## src/rtl/core/stlc_pkg.sv

```systemverilog
// Package with the word types, token kinds and character codes of the source tokenizer.
`default_nettype none

package stlc_pkg;

    localparam int COUNT_BITS_DEF = 24;
    localparam int MAX_LEXEME_DEF = 255;
    localparam int QUEUE_DEPTH    = 4;

    localparam logic [2:0] K_UNK = 3'd0;
    localparam logic [2:0] K_ID  = 3'd1;
    localparam logic [2:0] K_NUM = 3'd2;
    localparam logic [2:0] K_DIV = 3'd3;
    localparam logic [2:0] K_END = 3'd4;
    localparam logic [2:0] K_ERR = 3'd5;

    localparam logic [7:0] CH_SLASH = 8'h2F;
    localparam logic [7:0] CH_STAR  = 8'h2A;
    localparam logic [7:0] CH_NL    = 8'h0A;
    localparam logic [7:0] CH_UNDER = 8'h5F;
    localparam logic [7:0] CH_SPACE = 8'h20;

    typedef struct packed {
        logic [7:0] byte_req;
        logic       end_of_stream;
    } t_in_word;

    typedef struct packed {
        logic [2:0]  token_kind;
        logic [7:0]  unknown_char;
        logic [7:0]  lexeme_length;
        logic [23:0] line_count;
        logic [23:0] empty_line_count;
        logic [23:0] comment_line_count;
        logic        last_of_run;
    } t_out_word;

endpackage

`default_nettype wire

```

## src/rtl/core/source_tokenizer_line_counter.sv

```systemverilog
// Top level of the source tokenizer with line, empty line and comment line counters.
// A byte's result words are written into the result queue when the byte is accepted.
// Throughput: one byte per cycle while the queue has room; two-token bytes fill two slots.
// The four-word result queue takes a byte only while it holds at most two words.
// Reset is synchronous and active low; it returns the lexer to idle and clears all counts.
// The same clean state is restored after every end-of-stream word.
`default_nettype none

module source_tokenizer_line_counter #(
    parameter int COUNT_BITS = stlc_pkg::COUNT_BITS_DEF,
    parameter int MAX_LEXEME = stlc_pkg::MAX_LEXEME_DEF
) (
    input  wire                 i_clk,
    input  wire                 i_rst_n,
    input  wire                 i_in_valid,
    output logic                o_in_ready,
    input  stlc_pkg::t_in_word  i_in_word,
    output logic                o_out_valid,
    input  wire                 i_out_ready,
    output stlc_pkg::t_out_word o_out_word
);

    localparam int CW = (COUNT_BITS < 24) ? COUNT_BITS : 24;
    localparam logic [7:0] LEX_CAP = 8'((MAX_LEXEME < 255) ? MAX_LEXEME : 255);
    localparam int QD = stlc_pkg::QUEUE_DEPTH;
    localparam int PW = $clog2(QD);
    localparam int NW = $clog2(QD + 1);

    localparam logic [2:0] M_IDLE   = 3'd0;
    localparam logic [2:0] M_IDENT  = 3'd1;
    localparam logic [2:0] M_NUMBER = 3'd2;
    localparam logic [2:0] M_SLASH  = 3'd3;
    localparam logic [2:0] M_LINE   = 3'd4;
    localparam logic [2:0] M_BLOCK  = 3'd5;
    localparam logic [2:0] M_BSTAR  = 3'd6;
    localparam logic [2:0] M_BEND   = 3'd7;

    logic [2:0]    r_mode, n_mode;
    logic          r_lsf, n_lsf;
    logic [CW-1:0] r_lines, n_lines;
    logic [CW-1:0] r_empty, n_empty;
    logic [CW-1:0] r_comm, n_comm;
    logic [7:0]    r_len, n_len;

    stlc_pkg::t_out_word r_queue [QD];
    logic [PW-1:0] r_wr_ptr, r_rd_ptr;
    logic [NW-1:0] r_count;

    stlc_pkg::t_out_word res0, res1;
    logic [1:0] res_n;
    logic       in_acc, out_acc;
    logic [7:0] c;
    logic       is_alpha, is_digit, is_space;
    logic       do_idle;
    logic [2:0] e_kind;
    logic [7:0] e_len;
    logic       e_valid;
    logic       u_valid;

    assign c        = i_in_word.byte_req;
    assign is_alpha = ((c >= 8'h61) && (c <= 8'h7A)) || ((c >= 8'h41) && (c <= 8'h5A));
    assign is_digit = (c >= 8'h30) && (c <= 8'h39);
    assign is_space = (c == stlc_pkg::CH_SPACE) || ((c >= 8'h09) && (c <= 8'h0D));

    assign in_acc      = i_in_valid && o_in_ready;
    assign out_acc     = o_out_valid && i_out_ready;
    assign o_in_ready  = (r_count <= NW'(QD - 2));
    assign o_out_valid = (r_count != '0);
    assign o_out_word  = r_queue[r_rd_ptr];

    always_comb begin
        n_mode  = r_mode;
        n_lsf   = r_lsf;
        n_lines = r_lines;
        n_empty = r_empty;
        n_comm  = r_comm;
        n_len   = r_len;
        do_idle = 1'b0;
        e_valid = 1'b0;
        e_kind  = stlc_pkg::K_END;
        e_len   = 8'd0;
        u_valid = 1'b0;

        if (i_in_word.end_of_stream) begin
            e_valid = 1'b1;
            case (r_mode)
                M_IDENT: begin
                    e_kind = stlc_pkg::K_ID;
                    e_len  = r_len;
                end
                M_NUMBER: begin
                    e_kind = stlc_pkg::K_NUM;
                    e_len  = r_len;
                end
                M_SLASH: begin
                    e_kind = stlc_pkg::K_DIV;
                    e_len  = 8'd1;
                end
                M_BLOCK, M_BSTAR: begin
                    e_kind = stlc_pkg::K_ERR;
                end
                default: begin
                    e_valid = 1'b0;
                end
            endcase
            n_mode  = M_IDLE;
            n_lsf   = 1'b1;
            n_lines = '0;
            n_empty = '0;
            n_comm  = '0;
            n_len   = 8'd0;
        end else begin
            case (r_mode)
                M_IDENT: begin
                    if (is_alpha || is_digit || (c == stlc_pkg::CH_UNDER)) begin
                        if (r_len < LEX_CAP) begin
                            n_len = r_len + 8'd1;
                        end
                    end else begin
                        e_valid = 1'b1;
                        e_kind  = stlc_pkg::K_ID;
                        e_len   = r_len;
                        do_idle = 1'b1;
                    end
                end
                M_NUMBER: begin
                    if (is_digit) begin
                        if (r_len < LEX_CAP) begin
                            n_len = r_len + 8'd1;
                        end
                    end else begin
                        e_valid = 1'b1;
                        e_kind  = stlc_pkg::K_NUM;
                        e_len   = r_len;
                        do_idle = 1'b1;
                    end
                end
                M_SLASH: begin
                    if (c == stlc_pkg::CH_STAR) begin
                        n_mode = M_BLOCK;
                    end else if (c == stlc_pkg::CH_SLASH) begin
                        if (r_lsf && (r_comm != '1)) begin
                            n_comm = r_comm + 1'b1;
                        end
                        n_lsf  = 1'b0;
                        n_mode = M_LINE;
                    end else begin
                        n_lsf   = 1'b0;
                        e_valid = 1'b1;
                        e_kind  = stlc_pkg::K_DIV;
                        e_len   = 8'd1;
                        do_idle = 1'b1;
                    end
                end
                M_LINE: begin
                    if (c == stlc_pkg::CH_NL) begin
                        do_idle = 1'b1;
                    end
                end
                M_BLOCK: begin
                    if (c == stlc_pkg::CH_NL) begin
                        if (r_lines != '1) begin
                            n_lines = r_lines + 1'b1;
                        end
                        if (r_lsf && (r_comm != '1)) begin
                            n_comm = r_comm + 1'b1;
                        end
                    end else if (c == stlc_pkg::CH_STAR) begin
                        n_mode = M_BSTAR;
                    end
                end
                M_BSTAR: begin
                    if (c == stlc_pkg::CH_SLASH) begin
                        n_mode = M_BEND;
                    end else if (c != stlc_pkg::CH_STAR) begin
                        if (c == stlc_pkg::CH_NL) begin
                            if (r_lines != '1) begin
                                n_lines = r_lines + 1'b1;
                            end
                            if (r_lsf && (r_comm != '1)) begin
                                n_comm = r_comm + 1'b1;
                            end
                        end
                        n_mode = M_BLOCK;
                    end
                end
                M_BEND: begin
                    if ((c == stlc_pkg::CH_NL) && r_lsf && (r_comm != '1)) begin
                        n_comm = r_comm + 1'b1;
                    end
                    n_lsf   = 1'b0;
                    do_idle = 1'b1;
                end
                default: begin
                    do_idle = 1'b1;
                end
            endcase

            if (do_idle) begin
                n_mode = M_IDLE;
                if (is_space) begin
                    if (c == stlc_pkg::CH_NL) begin
                        if (r_lines != '1) begin
                            n_lines = r_lines + 1'b1;
                        end
                        if (n_lsf && (r_empty != '1)) begin
                            n_empty = r_empty + 1'b1;
                        end
                        n_lsf = 1'b1;
                    end
                end else if (c == stlc_pkg::CH_SLASH) begin
                    n_mode = M_SLASH;
                end else begin
                    n_lsf = 1'b0;
                    if (is_alpha) begin
                        n_mode = M_IDENT;
                        n_len  = 8'd1;
                    end else if (is_digit) begin
                        n_mode = M_NUMBER;
                        n_len  = 8'd1;
                    end else begin
                        u_valid = 1'b1;
                    end
                end
            end
        end
    end

    // Both words of one byte carry the counts from before the byte, since every token
    // of a byte is emitted before that byte changes any count.
    always_comb begin
        stlc_pkg::t_out_word tok, unk, fin;
        tok.token_kind         = e_kind;
        tok.unknown_char       = 8'd0;
        tok.lexeme_length      = e_len;
        tok.line_count         = 24'(r_lines);
        tok.empty_line_count   = 24'(r_empty);
        tok.comment_line_count = 24'(r_comm);
        tok.last_of_run        = 1'b0;
        unk                    = tok;
        unk.token_kind         = stlc_pkg::K_UNK;
        unk.unknown_char       = c;
        unk.lexeme_length      = 8'd1;
        unk.last_of_run        = 1'b1;
        fin                    = tok;
        fin.token_kind         = stlc_pkg::K_END;
        fin.lexeme_length      = 8'd0;
        fin.last_of_run        = 1'b1;
        res0 = tok;
        res1 = unk;
        if (i_in_word.end_of_stream) begin
            if (e_valid && (e_kind != stlc_pkg::K_ERR)) begin
                res1  = fin;
                res_n = 2'd2;
            end else if (e_valid) begin
                res0.last_of_run = 1'b1;
                res_n = 2'd1;
            end else begin
                res0  = fin;
                res_n = 2'd1;
            end
        end else if (e_valid && u_valid) begin
            res_n = 2'd2;
        end else if (e_valid) begin
            res0.last_of_run = 1'b1;
            res_n = 2'd1;
        end else if (u_valid) begin
            res0  = unk;
            res_n = 2'd1;
        end else begin
            res_n = 2'd0;
        end
    end

    always_ff @(posedge i_clk) begin
        if (!i_rst_n) begin
            r_mode   <= M_IDLE;
            r_lsf    <= 1'b1;
            r_lines  <= '0;
            r_empty  <= '0;
            r_comm   <= '0;
            r_len    <= 8'd0;
            r_wr_ptr <= '0;
            r_rd_ptr <= '0;
            r_count  <= '0;
        end else begin
            if (in_acc) begin
                r_mode   <= n_mode;
                r_lsf    <= n_lsf;
                r_lines  <= n_lines;
                r_empty  <= n_empty;
                r_comm   <= n_comm;
                r_len    <= n_len;
                r_wr_ptr <= r_wr_ptr + PW'(res_n);
            end
            if (out_acc) begin
                r_rd_ptr <= r_rd_ptr + 1'b1;
            end
            r_count <= r_count + (in_acc ? NW'(res_n) : NW'(0)) - (out_acc ? NW'(1) : NW'(0));
        end
    end

    always_ff @(posedge i_clk) begin
        if (in_acc && (res_n != 2'd0)) begin
            r_queue[r_wr_ptr] <= res0;
        end
        if (in_acc && (res_n == 2'd2)) begin
            r_queue[r_wr_ptr + 1'b1] <= res1;
        end
    end

    a_queue_bound: assert property (@(posedge i_clk) disable iff (!i_rst_n)
        r_count <= NW'(QD))
        else $error("Result queue holds more words than its depth.");

    a_eos_clears: assert property (@(posedge i_clk) disable iff (!i_rst_n)
        (in_acc && i_in_word.end_of_stream) |=>
            (r_mode == M_IDLE) && r_lsf && (r_lines == '0) && (r_comm == '0))
        else $error("Lexer state not cleared after end of stream.");

    a_end_is_last: assert property (@(posedge i_clk) disable iff (!i_rst_n)
        (o_out_valid && ((o_out_word.token_kind == stlc_pkg::K_END) ||
                         (o_out_word.token_kind == stlc_pkg::K_ERR)))
            |-> o_out_word.last_of_run)
        else $error("End or error word is not marked last of run.");

    a_token_len: assert property (@(posedge i_clk) disable iff (!i_rst_n)
        (o_out_valid && ((o_out_word.token_kind == stlc_pkg::K_ID) ||
                         (o_out_word.token_kind == stlc_pkg::K_NUM)))
            |-> (o_out_word.lexeme_length != 8'd0))
        else $error("Identifier or number word with zero length.");

endmodule

`default_nettype wire

```

## config.mk

```make
export PLATFORM = sky130hd
export DESIGN_NAME = source_tokenizer_line_counter
export DESIGN_NICKNAME = d
export VERILOG_FILES = /design/src/rtl/core/stlc_pkg.sv /design/src/rtl/core/source_tokenizer_line_counter.sv
export SDC_FILE = /design/constraint.sdc
export NUM_CORES = 1
export LEC_CHECK = 0
export ABC_AREA = 1
export BUFFER_PORTS_ARGS = -buffer_cell sky130_fd_sc_hd__buf_2
export CORE_ASPECT_RATIO = 0.9
export CORE_MARGIN = 4
export CORE_UTILIZATION = 45
export DETAILED_ROUTE_END_ITERATION = 10
export PLACE_DENSITY = 0.61
export SYNTH_ARGS = -nofsm -noshare
export SYNTH_HDL_FRONTEND = slang
export SYNTH_SLANG_ARGS = --single-unit
export TNS_END_PERCENT = 50
```

## constraint.sdc

```tcl
create_clock -name i_clk -period 10.83 [get_ports i_clk]
set_input_delay 2.166 -clock i_clk [delete_from_list [all_inputs] [get_ports i_clk]]
set_output_delay 2.166 -clock i_clk [all_outputs]
set_load 0.005 [all_outputs]
```

* Word level (Yosys, flattened, before mapping)
Memory sizes are Yosys's and may differ from the RTL's. A register that Yosys moved wholly into a read port is not among the register bits. Cells that the tools add are included.
Storage, ports and cells: bits in registers 91, bits in writable memories 368, bits of input ports 13, output and inout bits 94, logic and storage cells 194, memories kept 1
Memory list:
- r_queue | depth 4, width 92, read ports 1, clocked after memory_dff 1, write ports 2, line source_tokenizer_line_counter.sv:45 | stlc_pkg::t_out_word r_queue [QD];
Operators by class: $add $sub $neg 9, order comparisons 10, equal/unequal tests 27, muxes and demuxes 106, reduce and logical (&&, ||, !) cells 32
Operators with widths (count):
- 92-bit 2-to-1 mux | 6
- 24-bit 2-to-1 mux | 22
- 91-bit 2-to-1 mux | 2
- 8-bit 2-to-1 mux | 12
- 24-bit case mux with 4 select lines | 1
- 24-bit by 1-bit adder with 24-bit output, second input constant | 3
- 24-bit != test, second input constant | 3
- 24-bit case mux with 2 select lines | 1
- 3-bit 2-to-1 mux | 13
- 8-bit case mux with 2 select lines | 2
- 1-bit 2-to-1 mux | 29
- 8-bit by 6-bit == test with 1-bit output, second input constant | 3
- 8-bit case mux with 3 select lines | 1
- 2-bit 2-to-1 mux | 11
- 3-bit != test, second input constant | 6
- 3-bit case mux with 3 select lines | 2
- 8-bit by 7-bit greater-or-equal comparator with 1-bit output, second input constant | 2
- 8-bit by 7-bit less-or-equal comparator with 1-bit output, second input constant | 2
- 1-bit logical AND | 14
- 3-bit == test, second input constant | 4
- 3-bit case mux with 4 select lines | 1
- 5-bit != test, second input constant | 2
- 2-bit nonzero test | 5
- 5-bit nonzero test | 2
- other kinds (28) | 35

* Depth between registers and ports, before layout
Gate-level depths: netlist of the first run.
depth in word-level cells 18, gate-level depth with buffers 23, gate-level depth less buffers 23

* Worst setup path after synthesis of the first run
No wires, ideal clock.
path type input to register, from in i_in_word[4] in the netlist's numbering, to mem r_queue[2][31] in the netlist's numbering, data pin, library setup time 0.259 ns, arrival time 5.670 ns, data required time 10.571 ns, path slack 4.901 ns, stages 22, path buffers 2, path through buf_4 -> nand2_1 -> nor2_2 -> nand2_2 -> nand3_2 -> nand2_1 -> nor2_1 -> nand2_1 -> nand2_1 -> inv_2 -> ha_1 -> o21ai_4 -> nand2_2 -> nand2_2 -> inv_4 -> nand2_4 -> inv_2 -> nand2_2 -> nand2_2 -> inv_2 -> buf_4 -> nor2_1
RTL lines:
- start, declared | line source_tokenizer_line_counter.sv:17 | input stlc_pkg::t_in_word i_in_word,
- end, declared | line source_tokenizer_line_counter.sv:45

==> results_dict.tcl, run 1 <==
set metrics [dict create \
    grt_pass1_vias 17700 \
    drtIter0Drc 1893 \
    fin_skew_ns 0.0197 \
    start_util_pct 45.4 \
    postLayoutSetupSlackWorst_ns 3.56 \
    n_antenna_cell 0 \
    endpoint_kind "flop" \
    crit_type "in -> reg" \
    ys_warn_count 0 \
    period_minus_slack_ns 7.27 \
    htreeDepth 2 \
    worst-path-buf-inv 4 \
    globalRouteOverflowTotal 0 \
    clock_latency_ns 0.59 \
    nNetsFinal 2627 \
    clockBufferDepth 3 \
    cp-start-kind "input port" \
    dp_cells 3185 \
    grt_pass1_wl_um 98500 \
    crit_required_ns 11.27 \
    period_share_pct 67.1 \
    synthCells 2576 \
    synth_area_sq_um 22300 \
    grt_max_degree 97 \
    antenna_left 0 \
    finish.utilization_pct 50.7 \
    synth-seq-cells 461 \
    wirelength_um 62100 \
    finalPower_mw 5.57 \
    antenna_found_initial 2 \
    grt_setup_unrepaired "no" \
    fin_tns_setup_ns 0 \
    place_congestion 0.898 \
    p_leak_nw 8.80 \
    grt_use_total_pct 23.0 \
    place_hpwl_um 36500 \
    max_freq_mhz 138 \
    place_ws_ns 3.05 \
    power_density_nw_per_um2 224 \
    drive_gt1_share_pct 9.71 \
    io_pins 107 \
    cts_tree "yes" \
    first_pass_iters 5 \
    synth.distinct_cells 44 \
    setup_viol 0 \
    holdWs_ns 0.455 \
    rows 77 \
    cp_top_family "simple AND/OR/NAND/NOR gates" \
    cts_setup_buffers 0 \
    slowest_delay_ns 0.78 \
    cts.repair.resized 0 \
    placed_cell_area_sq_um 23000 \
    status "completed" \
    die_w_um 242 \
    crit_path_frequent_cell "nand2_1" \
    crit_chain "buf_2, inv_1, nand2_1, nor2_1, nand2_1, nand2_1, nand2_1, nand2_1, nor2_1, nand2_1, nand2_1, inv_2, ha_1, o21ai_4, nand2_2, nand2_2, nor3_4, nand2_2, nand2_4, buf_4, o21ai_0, nor2_1" \
    hold_path.class "reg -> reg" \
    avgViaCountPerCell 5.53 \
    synth_area_per_cell_sq_um 8.64 \
    max-vdd-ir-drop_mv 0.120 \
    die_y_um 219 \
    drc 0 \
    cts_sinks 461 \
    cts-root-buf "clkbuf_16" \
    hold_viol_final 0 \
    postCtsHoldBufs 0 \
    relSlewSlack_pct 28.3 \
    cp_max_fo 54 \
    stdcell_area_sq_um 24800 \
    numCtsBuffers 50 \
    ys_seq_area_share_pct 56.2 \
    finalNonFillerCells 3278 \
    core_region_area_sq_um 49000 \
    slowest_stage "buf_4" \
    syn_nets 2598 \
    wire_per_inst_um 19.0 \
    maxCapViolations 0 \
    die_area_sq_um 53100 \
    fill_cells 4577 \
    io_buffers 106 \
    clkSlewWorstSetupHoldPaths_ns 0.06 \
    crit_arrival_ns 7.71 \
    vias 18100 \
    area_growth_pct 11.6 \
    worst_slew_pin_slew_ns 1.08 \
    slew_viol_final 0 \
]
## flip-flops by register name (all words and copies together), names as in the netlist, 2 cells and up, named ones only
name,cells
r_wr_ptr,2
r_comm,24
r_empty,24
r_mode,3
r_count,3
r_queue,368
r_rd_ptr,2
r_lines,24
r_len,8
## metal layers
metal | global-route usage [%] | wire [um] | up-vias
li1 | - | - | 8716
met1 | 32.7 | 28300 | 8748
met2 | 37.3 | 28600 | 588
met3 | 3.27 | 4130 | 83
met4 | 6.19 | 1150 | 0
met5 | 0 | 0 | -
## kinds of logic after synthesis
| group | Yosys count | share of synthesized area [%] |
|---|---|---|
| AND/OR/NAND/NOR | 1204 | 22.1 |
| AO/OA/AOI/OAI | 505 | 12.6 |
| flip-flops | 461 | 56.2 |
| buffers and inverters | 347 | 6.55 |
| XOR/XNOR | 50 | 1.97 |
| adder cells (fa/ha/maj) | 9 | 0.540 |
## cell usage after synthesis, drive strengths merged
library cell	count	share of area, %
or2	1	0.028
xnor2	2	0.079
clkbuf	91	1.5
o311ai	1	0.039
o211ai	25	0.84
a31o	1	0.039
nor3b	3	0.10
nor2	617	10
a211oi	1	0.034
ha	8	0.45
nand3	88	2.0
a21oi	96	2.2
buf	55	1.6
nand3b	1	0.034
nand2	411	7.3
and3	1	0.028
o22ai	96	2.7
nor3	40	0.97
xor2	48	1.9
inv	198	3.4
o21bai	28	0.94
fa	1	0.090
clkinv	3	0.051
nor4	5	0.14
a31oi	4	0.11
dfxtp	133	12
edfxtp	328	44
nand4	37	1.0
o21ai	253	5.7
## power breakdown
group	leakage [nW]	switching, mW	internal [mW]
clock network	0.891	0.717	1.15
registers	4.24	0.100	2.18
logic	3.67	1.01	0.409
total	8.80	1.83	3.74
## worst min-delay path: cells and delay by family, from the launching register on
family	cells	cell delay, ns
flip-flops	1	0.29
buffers and inverters	1	0.05
AO/OA/AOI/OAI	1	0.06
## cell type report
cell class              instances  area [sq um]  share of cell area (%)
flip-flops and latches        461         12500                    50.4
clock inverters                18           277                    1.11
inverters                     201           762                    3.07
well taps                     632           791                    3.18
multi-input cells            1768          8300                    33.4
clock buffers                  75          1540                    6.19
repair buffers                123           658                    2.65
## layout by cell type (no fill, tap or decap), drive strengths merged
master,netlist,final
clkinvlp,0,2
a31o,1,1
nor2,617,617
nand3b,1,1
dfxtp,133,133
a21oi,96,96
clkinv,3,11
bufinv,0,7
and3,1,1
o311ai,1,1
fa,1,1
buf,55,123
a31oi,4,4
xnor2,2,2
nand2,411,411
nor3,40,40
a211oi,1,1
or2,1,1
inv,198,199
xor2,48,48
edfxtp,328,328
ha,8,8
nand4,37,37
o22ai,96,96
nand3,88,88
o211ai,25,25
nor4,5,5
nor3b,3,3
clkbuf,91,75
o21bai,28,28
o21ai,253,253
## worst paths after layout
kind / start / to / slack [ns] / cells after the start
setup reg to reg: r_mode[1]$_SDFFE_PN0P_ / r_queue[2][44]$_DFFE_PP_ / 5.17 / 20
hold / removal: r_rd_ptr[1]$_SDFFE_PN0P_ / flop / 0.45 / 2
hold reg to reg: r_rd_ptr[1]$_SDFFE_PN0P_ / flop / 0.45 / 2
setup / recovery: i_in_word[8] / r_queue[0][87]$_DFFE_PP_ / 3.56 / 22
No activity file was read; power rests on OpenSTA's default activity.
==> run 2, diff against run 1 <==
==> constraint.sdc (replaced) <==
create_clock -name i_clk -period 6.8 [get_ports i_clk]
set_input_delay 1.36 -clock i_clk [delete_from_list [all_inputs] [get_ports i_clk]]
set_output_delay 1.36 -clock i_clk [all_outputs]
set_load 0.005 [all_outputs]
==> run 2 against run 1 <==
Non-clock buffer count rose by 6. Worst setup slack got worse by 2.2 ns. Wire length fell by 2.3%. Critical path type unchanged. Critical endpoint is now r_queue[2][14]$_DFFE_PP_. Largest power group unchanged.
==> results_dict.tcl, run 2 (synthesis results as in run 1) <==
set metrics [dict create \
    cts_tree "yes" \
    wire_per_inst_um 18.5 \
    cp_max_fo 59 \
    cts-root-buf "clkbuf_16" \
    max-vdd-ir-drop_mv 0.210 \
    regMostFlops "r_queue" \
    rows 77 \
    layout_commonest_cell "nor2_1" \
    met1_length_um 27100 \
    die_w_um 242 \
    clockBufferDepth 3 \
    grt_setup_unrepaired "no" \
    cp-start-kind "input port" \
    crit_path_frequent_cell "nand2_1" \
    crit_type "in -> reg" \
    stdcell_area_sq_um 24700 \
    cts_sinks 461 \
    dr_wl_met3_um 3580 \
    setup_viol 0 \
    antenna_left 0 \
    finalPower_mw 8.47 \
    power_density_nw_per_um2 344 \
    finalNonFillerCells 3282 \
    die_area_sq_um 53100 \
    placed_cell_area_sq_um 23200 \
    n_antenna_cell 0 \
    drive_gt1_share_pct 9.17 \
    drc 0 \
    wirelength_um 60700 \
    fin_skew_ns 0.0196 \
    cts.repair.resized 0 \
    worst_slew_pin_slew_ns 1.08 \
    grt_pass1_vias 17700 \
    worst-path-buf-inv 7 \
    max_freq_mhz 185 \
    min_from "r_empty[23]$_SDFFE_PN0P_" \
    period_minus_slack_ns 5.41 \
    r2r-start "r_mode[1]$_SDFFE_PN0P_" \
    vias 18100 \
    antenna_found_initial 1 \
    postCtsHoldBufs 0 \
    globalRouteOverflowTotal 0 \
    numCtsBuffers 49 \
    slew_viol_final 0 \
    startpoint "i_in_word[3]" \
    wl_met2_um 28700 \
    largest_reg_flops 368 \
    nNetsFinal 2632 \
    clock_latency_ns 0.60 \
    core_region_area_sq_um 49000 \
    fin_tns_setup_ns 0 \
    dp_cells 3191 \
    hold_path.class "reg -> reg" \
    slowest_stage "nand2_2" \
    drtIter0Drc 1521 \
    grt_use_total_pct 22.7 \
    maxCapViolations 0 \
    p_leak_nw 8.70 \
    io_buffers 106 \
    place_hpwl_um 36100 \
    hold_viol_final 0 \
    area_growth_pct 10.8 \
    first_pass_iters 5 \
    io_pins 107 \
    cp_top_family "simple AND/OR/NAND/NOR gates" \
    period_share_pct 79.5 \
    start_util_pct 45.4 \
    mostFrequentLayoutCells "612 x nor2_1, 394 x nand2_1, 328 x edfxtp_1" \
    endpoint_kind "flop" \
    crit_chain "buf_2, inv_1, nand2_1, nor2_1, nand2_1, nand2_1, nand2_1, nand2_1, nor2_1, nand2_1, nand2_1, inv_2, ha_1, o21ai_4, nand2_2, nand2_2, inv_4, nand2_4, inv_2, nand2_2, nand2_4, inv_2, buf_12, nor2_1" \
    crit_arrival_ns 5.74 \
    finish.utilization_pct 50.3 \
    slowest_delay_ns 0.44 \
    place_congestion 0.917 \
    highest_layer "met4" \
    htreeDepth 2 \
    cts_setup_buffers 0 \
    relSlewSlack_pct 27.7 \
    crit_required_ns 7.13 \
    avgViaCountPerCell 5.50 \
    clkSlewWorstSetupHoldPaths_ns 0.06 \
    die_y_um 219 \
    grt_max_degree 103 \
    status "completed" \
    grt_pass1_wl_um 97300 \
]
==> run 2: per-stage QoR <==
stage	setup WS, ns	hold WS, ns
floorplan	1.68	0.429
global placement	0.890	0.442
detailed placement	0.800	0.451
CTS	1.44	0.465
global route	0.965	0.501
finish	1.39	0.470
==> run 2: cell type report <==
class                   count  area [sq um]
multi-input cells        1768          8300
repair buffers            129           778
clock buffers              66          1330
inverters                 201           762
fillers                  4583         24400
well taps                 632           791
flip-flops and latches    461         12500
clock inverters            25           179
==> run 2: final timing paths <==
kind,to,slack (ns),cells past startpoint
setup / recovery,r_queue[2][14]$_DFFE_PP_,1.39,24
hold / removal,r_empty[23]$_SDFFE_PN0P_,0.47,2
setup reg to reg,r_queue[2][14]$_DFFE_PP_,2.12,20
hold reg to reg,r_empty[23]$_SDFFE_PN0P_,0.47,2
==> run 2: where the power goes <==
group,internal [mW],switching [mW],leakage (nW)
registers,3.47,0.176,4.24
clock network,1.45,1.11,0.726
logic,0.682,1.59,3.73
total,5.60,2.87,8.70
==> run 2: worst register-to-register path, stage by stage (launching register included) <==
cell and delay [ns]:
dfxtp_1 0.45, nand2_1 0.15, nor2_1 0.28, nand3_2 0.14, nand2_1 0.10, nor2_1 0.06, nand2_1 0.31, nand2_1 0.17
inv_2 0.21, ha_1 0.30, o21ai_4 0.30, nand2_2 0.09, nand2_2 0.12, inv_4 0.07, nand2_4 0.13, inv_2 0.22
nand2_2 0.44, nand2_4 0.12, inv_2 0.26, buf_12 0.36, nor2_1 0.13
==> run 2: per-layer routing <==
layer  vias to the layer above  GRT usage, %
met5                         -             0
met4                         0          6.75
met3                        86          3.41
met2                       554          38.6
met1                      8674          30.4
li1                       8737             -
==> run 3, diff against run 2 <==
--- a/config.mk
+++ b/config.mk
@@ -5,13 +5,13 @@
 export SDC_FILE = /design/constraint.sdc
 export NUM_CORES = 1
 export LEC_CHECK = 0
-export ABC_AREA = 1
+export ABC_AREA = 0
 export BUFFER_PORTS_ARGS = -buffer_cell sky130_fd_sc_hd__buf_2
 export CORE_ASPECT_RATIO = 0.9
 export CORE_MARGIN = 4
 export CORE_UTILIZATION = 45
 export DETAILED_ROUTE_END_ITERATION = 10
-export PLACE_DENSITY = 0.61
+export PLACE_DENSITY = 0.63
 export SYNTH_ARGS = -nofsm -noshare
 export SYNTH_HDL_FRONTEND = slang
 export SYNTH_SLANG_ARGS = --single-unit
==> constraint.sdc (replaced) <==
create_clock -name i_clk -period 4.7 [get_ports i_clk]
set_input_delay 0.94 -clock i_clk [delete_from_list [all_inputs] [get_ports i_clk]]
set_output_delay 0.94 -clock i_clk [all_outputs]
set_load 0.005 [all_outputs]
==> run 3 against run 2 <==
Combinational power is 14% lower. Utilization is 2.5 points higher. Clock power is 54% higher. Power is 26% higher. Synthesized cell count is 34% lower. Synthesized area is 5.4% lower. Critical path depth is 8 lower. Clock-buffer cell count is 7 higher. Sequential share of layout area is 0.98 points higher. Sequential cell count stayed put. Final area is 1.9% lower. First-iteration DRC count is 28% lower.
==> results_dict.tcl, run 3 <==
set metrics [dict create \
    rows 74 \
    worst_slew_pin_slew_ns 1.20 \
    drc 0 \
    crit_required_ns 5.17 \
    dp_cells 2360 \
    first_pass_iters 5 \
    cts_sinks 461 \
    cts-root-buf "clkbuf_16" \
    cts_setup_buffers 0 \
    syn_nets 1726 \
    place_congestion 0.898 \
    avgViaCountPerCell 5.59 \
    ys.flop_type "edfxtp_1" \
    largest_reg_flops 368 \
    relSlewSlack_pct 19.3 \
    wire_per_inst_um 19.3 \
    multi_input_area_sq_um 8040 \
    core_region_area_sq_um 45800 \
    clockBufferDepth 3 \
    slew_viol_final 0 \
    nNetsFinal 1825 \
    setup_viol 0 \
    cp-start-kind "input port" \
    grt_use_total_pct 18.9 \
    drive_gt1_share_pct 19.6 \
    start_util_pct 45.9 \
    regMostFlops "r_queue" \
    finalPower_mw 10.7 \
    regArea_sq_um 12500 \
    place_hpwl_um 29800 \
    fin_tns_setup_ns 0 \
    synthTopCellsByArea "edfxtp_1 47%, dfxtp_1 13%, mux4_2 9.8%, and2_1 9.2%, a21oi_1 2.2%" \
    htreeDepth 2 \
    synth.distinct_cells 68 \
    io_pins 107 \
    cts_tree "yes" \
    synth-edff-count 328 \
    drtIter0Drc 1100 \
    synth_area_sq_um 21000 \
    p_leak_nw 8.33 \
    vias 13700 \
    ys_warn_count 0 \
    postLayoutSetupSlackWorst_ns 0.642 \
    fin_skew_ns 0.0157 \
    endpoint_kind "flop" \
    antenna_left 0 \
    fill_cells 3893 \
    synthArstFlopShare_pct 0 \
    grt_pass1_vias 13500 \
    finalNonFillerCells 2451 \
    synth_area_per_cell_sq_um 12.4 \
    io_buffers 106 \
    crit_arrival_ns 4.53 \
    synth_top_area_share_pct 46.8 \
    die_y_um 213 \
    ys_seq_area_share_pct 59.4 \
    grt_max_degree 80 \
    maxCapViolations 0 \
    numCtsBuffers 49 \
    grt_pass1_wl_um 75500 \
    die_w_um 236 \
    n_antenna_cell 0 \
    place_ws_ns 0.0783 \
    hold_viol_final 0 \
    wirelength_um 47300 \
    max-vdd-ir-drop_mv 0.259 \
    mostFrequentLayoutCells "328 x edfxtp_1, 309 x and2_1, 131 x dfxtp_1" \
    hold_path.class "reg -> reg" \
    cp_max_fo 3 \
    cts.repair.resized 0 \
    power_density_nw_per_um2 442 \
    synth.most_common_cell "edfxtp_1" \
    layout_commonest_cell "edfxtp_1" \
    postCtsHoldBufs 0 \
    grt_setup_unrepaired "no" \
    synth_area_leader_cell "edfxtp_1" \
    max_freq_mhz 246 \
    clkSlewWorstSetupHoldPaths_ns 0.06 \
    status "completed" \
    period_share_pct 86.3 \
    globalRouteOverflowTotal 0 \
    period_minus_slack_ns 4.06 \
    die_area_sq_um 50300 \
    synthCells 1704 \
    clock_latency_ns 0.58 \
    synthTopCellsByCount "328 x edfxtp_1, 309 x and2_1, 133 x dfxtp_1, 104 x nand2_1, 103 x clkbuf_1" \
    crit_type "in -> reg" \
    antenna_found_initial 1 \
    synth-seq-cells 461 \
    area_growth_pct 15.0 \
]
run 3: cell types whose count changed after synthesis, moves of 35 or more:
| cell | previous run | this run |
|---|---|---|
| o22ai_1 | 96 | 5 |
| nand2_1 | 394 | 104 |
| o21ai_0 | 236 | 65 |
| mux4_2 | 0 | 92 |
| xor2_1 | 48 | 11 |
| and2_1 | 0 | 309 |
| inv_1 | 181 | 24 |
| nor2_1 | 612 | 96 |
| or3_1 | 0 | 35 |
run 3: where the power goes:
part / leakage (nW) / internal, mW / switching (mW)
Combinational: 3.21 / 0.944 / 1.00
Sequential: 4.31 / 4.62 / 0.195
Clock: 0.813 / 2.38 / 1.55
run 3: cells by family after synthesis:
kind of cell | Yosys count | share of synthesized area, %
adder cells (fa/ha/maj) | 9 | 0.571
buffers and inverters | 142 | 2.54
multiplexers | 95 | 9.99
AND/OR/NAND/NOR | 725 | 19.0
AO/OA/AOI/OAI | 243 | 7.25
flip-flops | 461 | 59.4
XOR/XNOR | 29 | 1.21
run 3: metal layers:
layer / track usage, % / routed length (um)
met1: 26.8 / 22000
met2: 29.9 / 21600
met3: 3.86 / 2760
met4: 5.10 / 888
met5: 0 / 0
run 3: worst max-delay path: stages:
cell and delay (ns):
buf_2 0.10, or4_1 0.61, or3_4 0.38, o211a_4 0.24, a311o_1 0.38, nor2_1 0.11
ha_1 0.26, o211ai_1 0.22, ha_1 0.27, inv_1 0.06, ha_1 0.13, inv_1 0.05
fa_1 0.37, xor2_1 0.16, xnor2_1 0.12, and2_1 0.15
run 3: final timing paths:
check	from	to	slack [ns]	cells past startpoint
min	r_queue[1][80]$_SDFFE_PP0N_	r_queue[1][80]$_SDFFE_PP0N_	0.45	2
min reg2reg	r_queue[1][80]$_SDFFE_PP0N_	r_queue[1][80]$_SDFFE_PP0N_	0.45	2
max	i_in_word[5]	r_count[2]$_SDFF_PN0_	0.64	16
max reg2reg	r_mode[0]$_SDFFE_PN0P_	r_count[2]$_SDFF_PN0_	1.02	15
run 3: per-stage QoR:
step	util [%]	cell area [sq um]	hold WS (ns)
after floorplan	-	21200	0.433
after global placement	49.2	22500	0.440
after global routing	52.8	24200	0.485
after CTS	52.8	24200	0.452
after detailed placement	49.2	22500	0.444
final	52.8	24200	0.453
run 3: layout make-up:
cell class	instances	area share (%)
repair buffers	166	4.62
inverters	24	0.383
flip-flops and latches	461	51.7
clock buffers	73	6.07
well taps	608	3.14
multi-input cells	1101	33.2
clock inverters	18	0.812
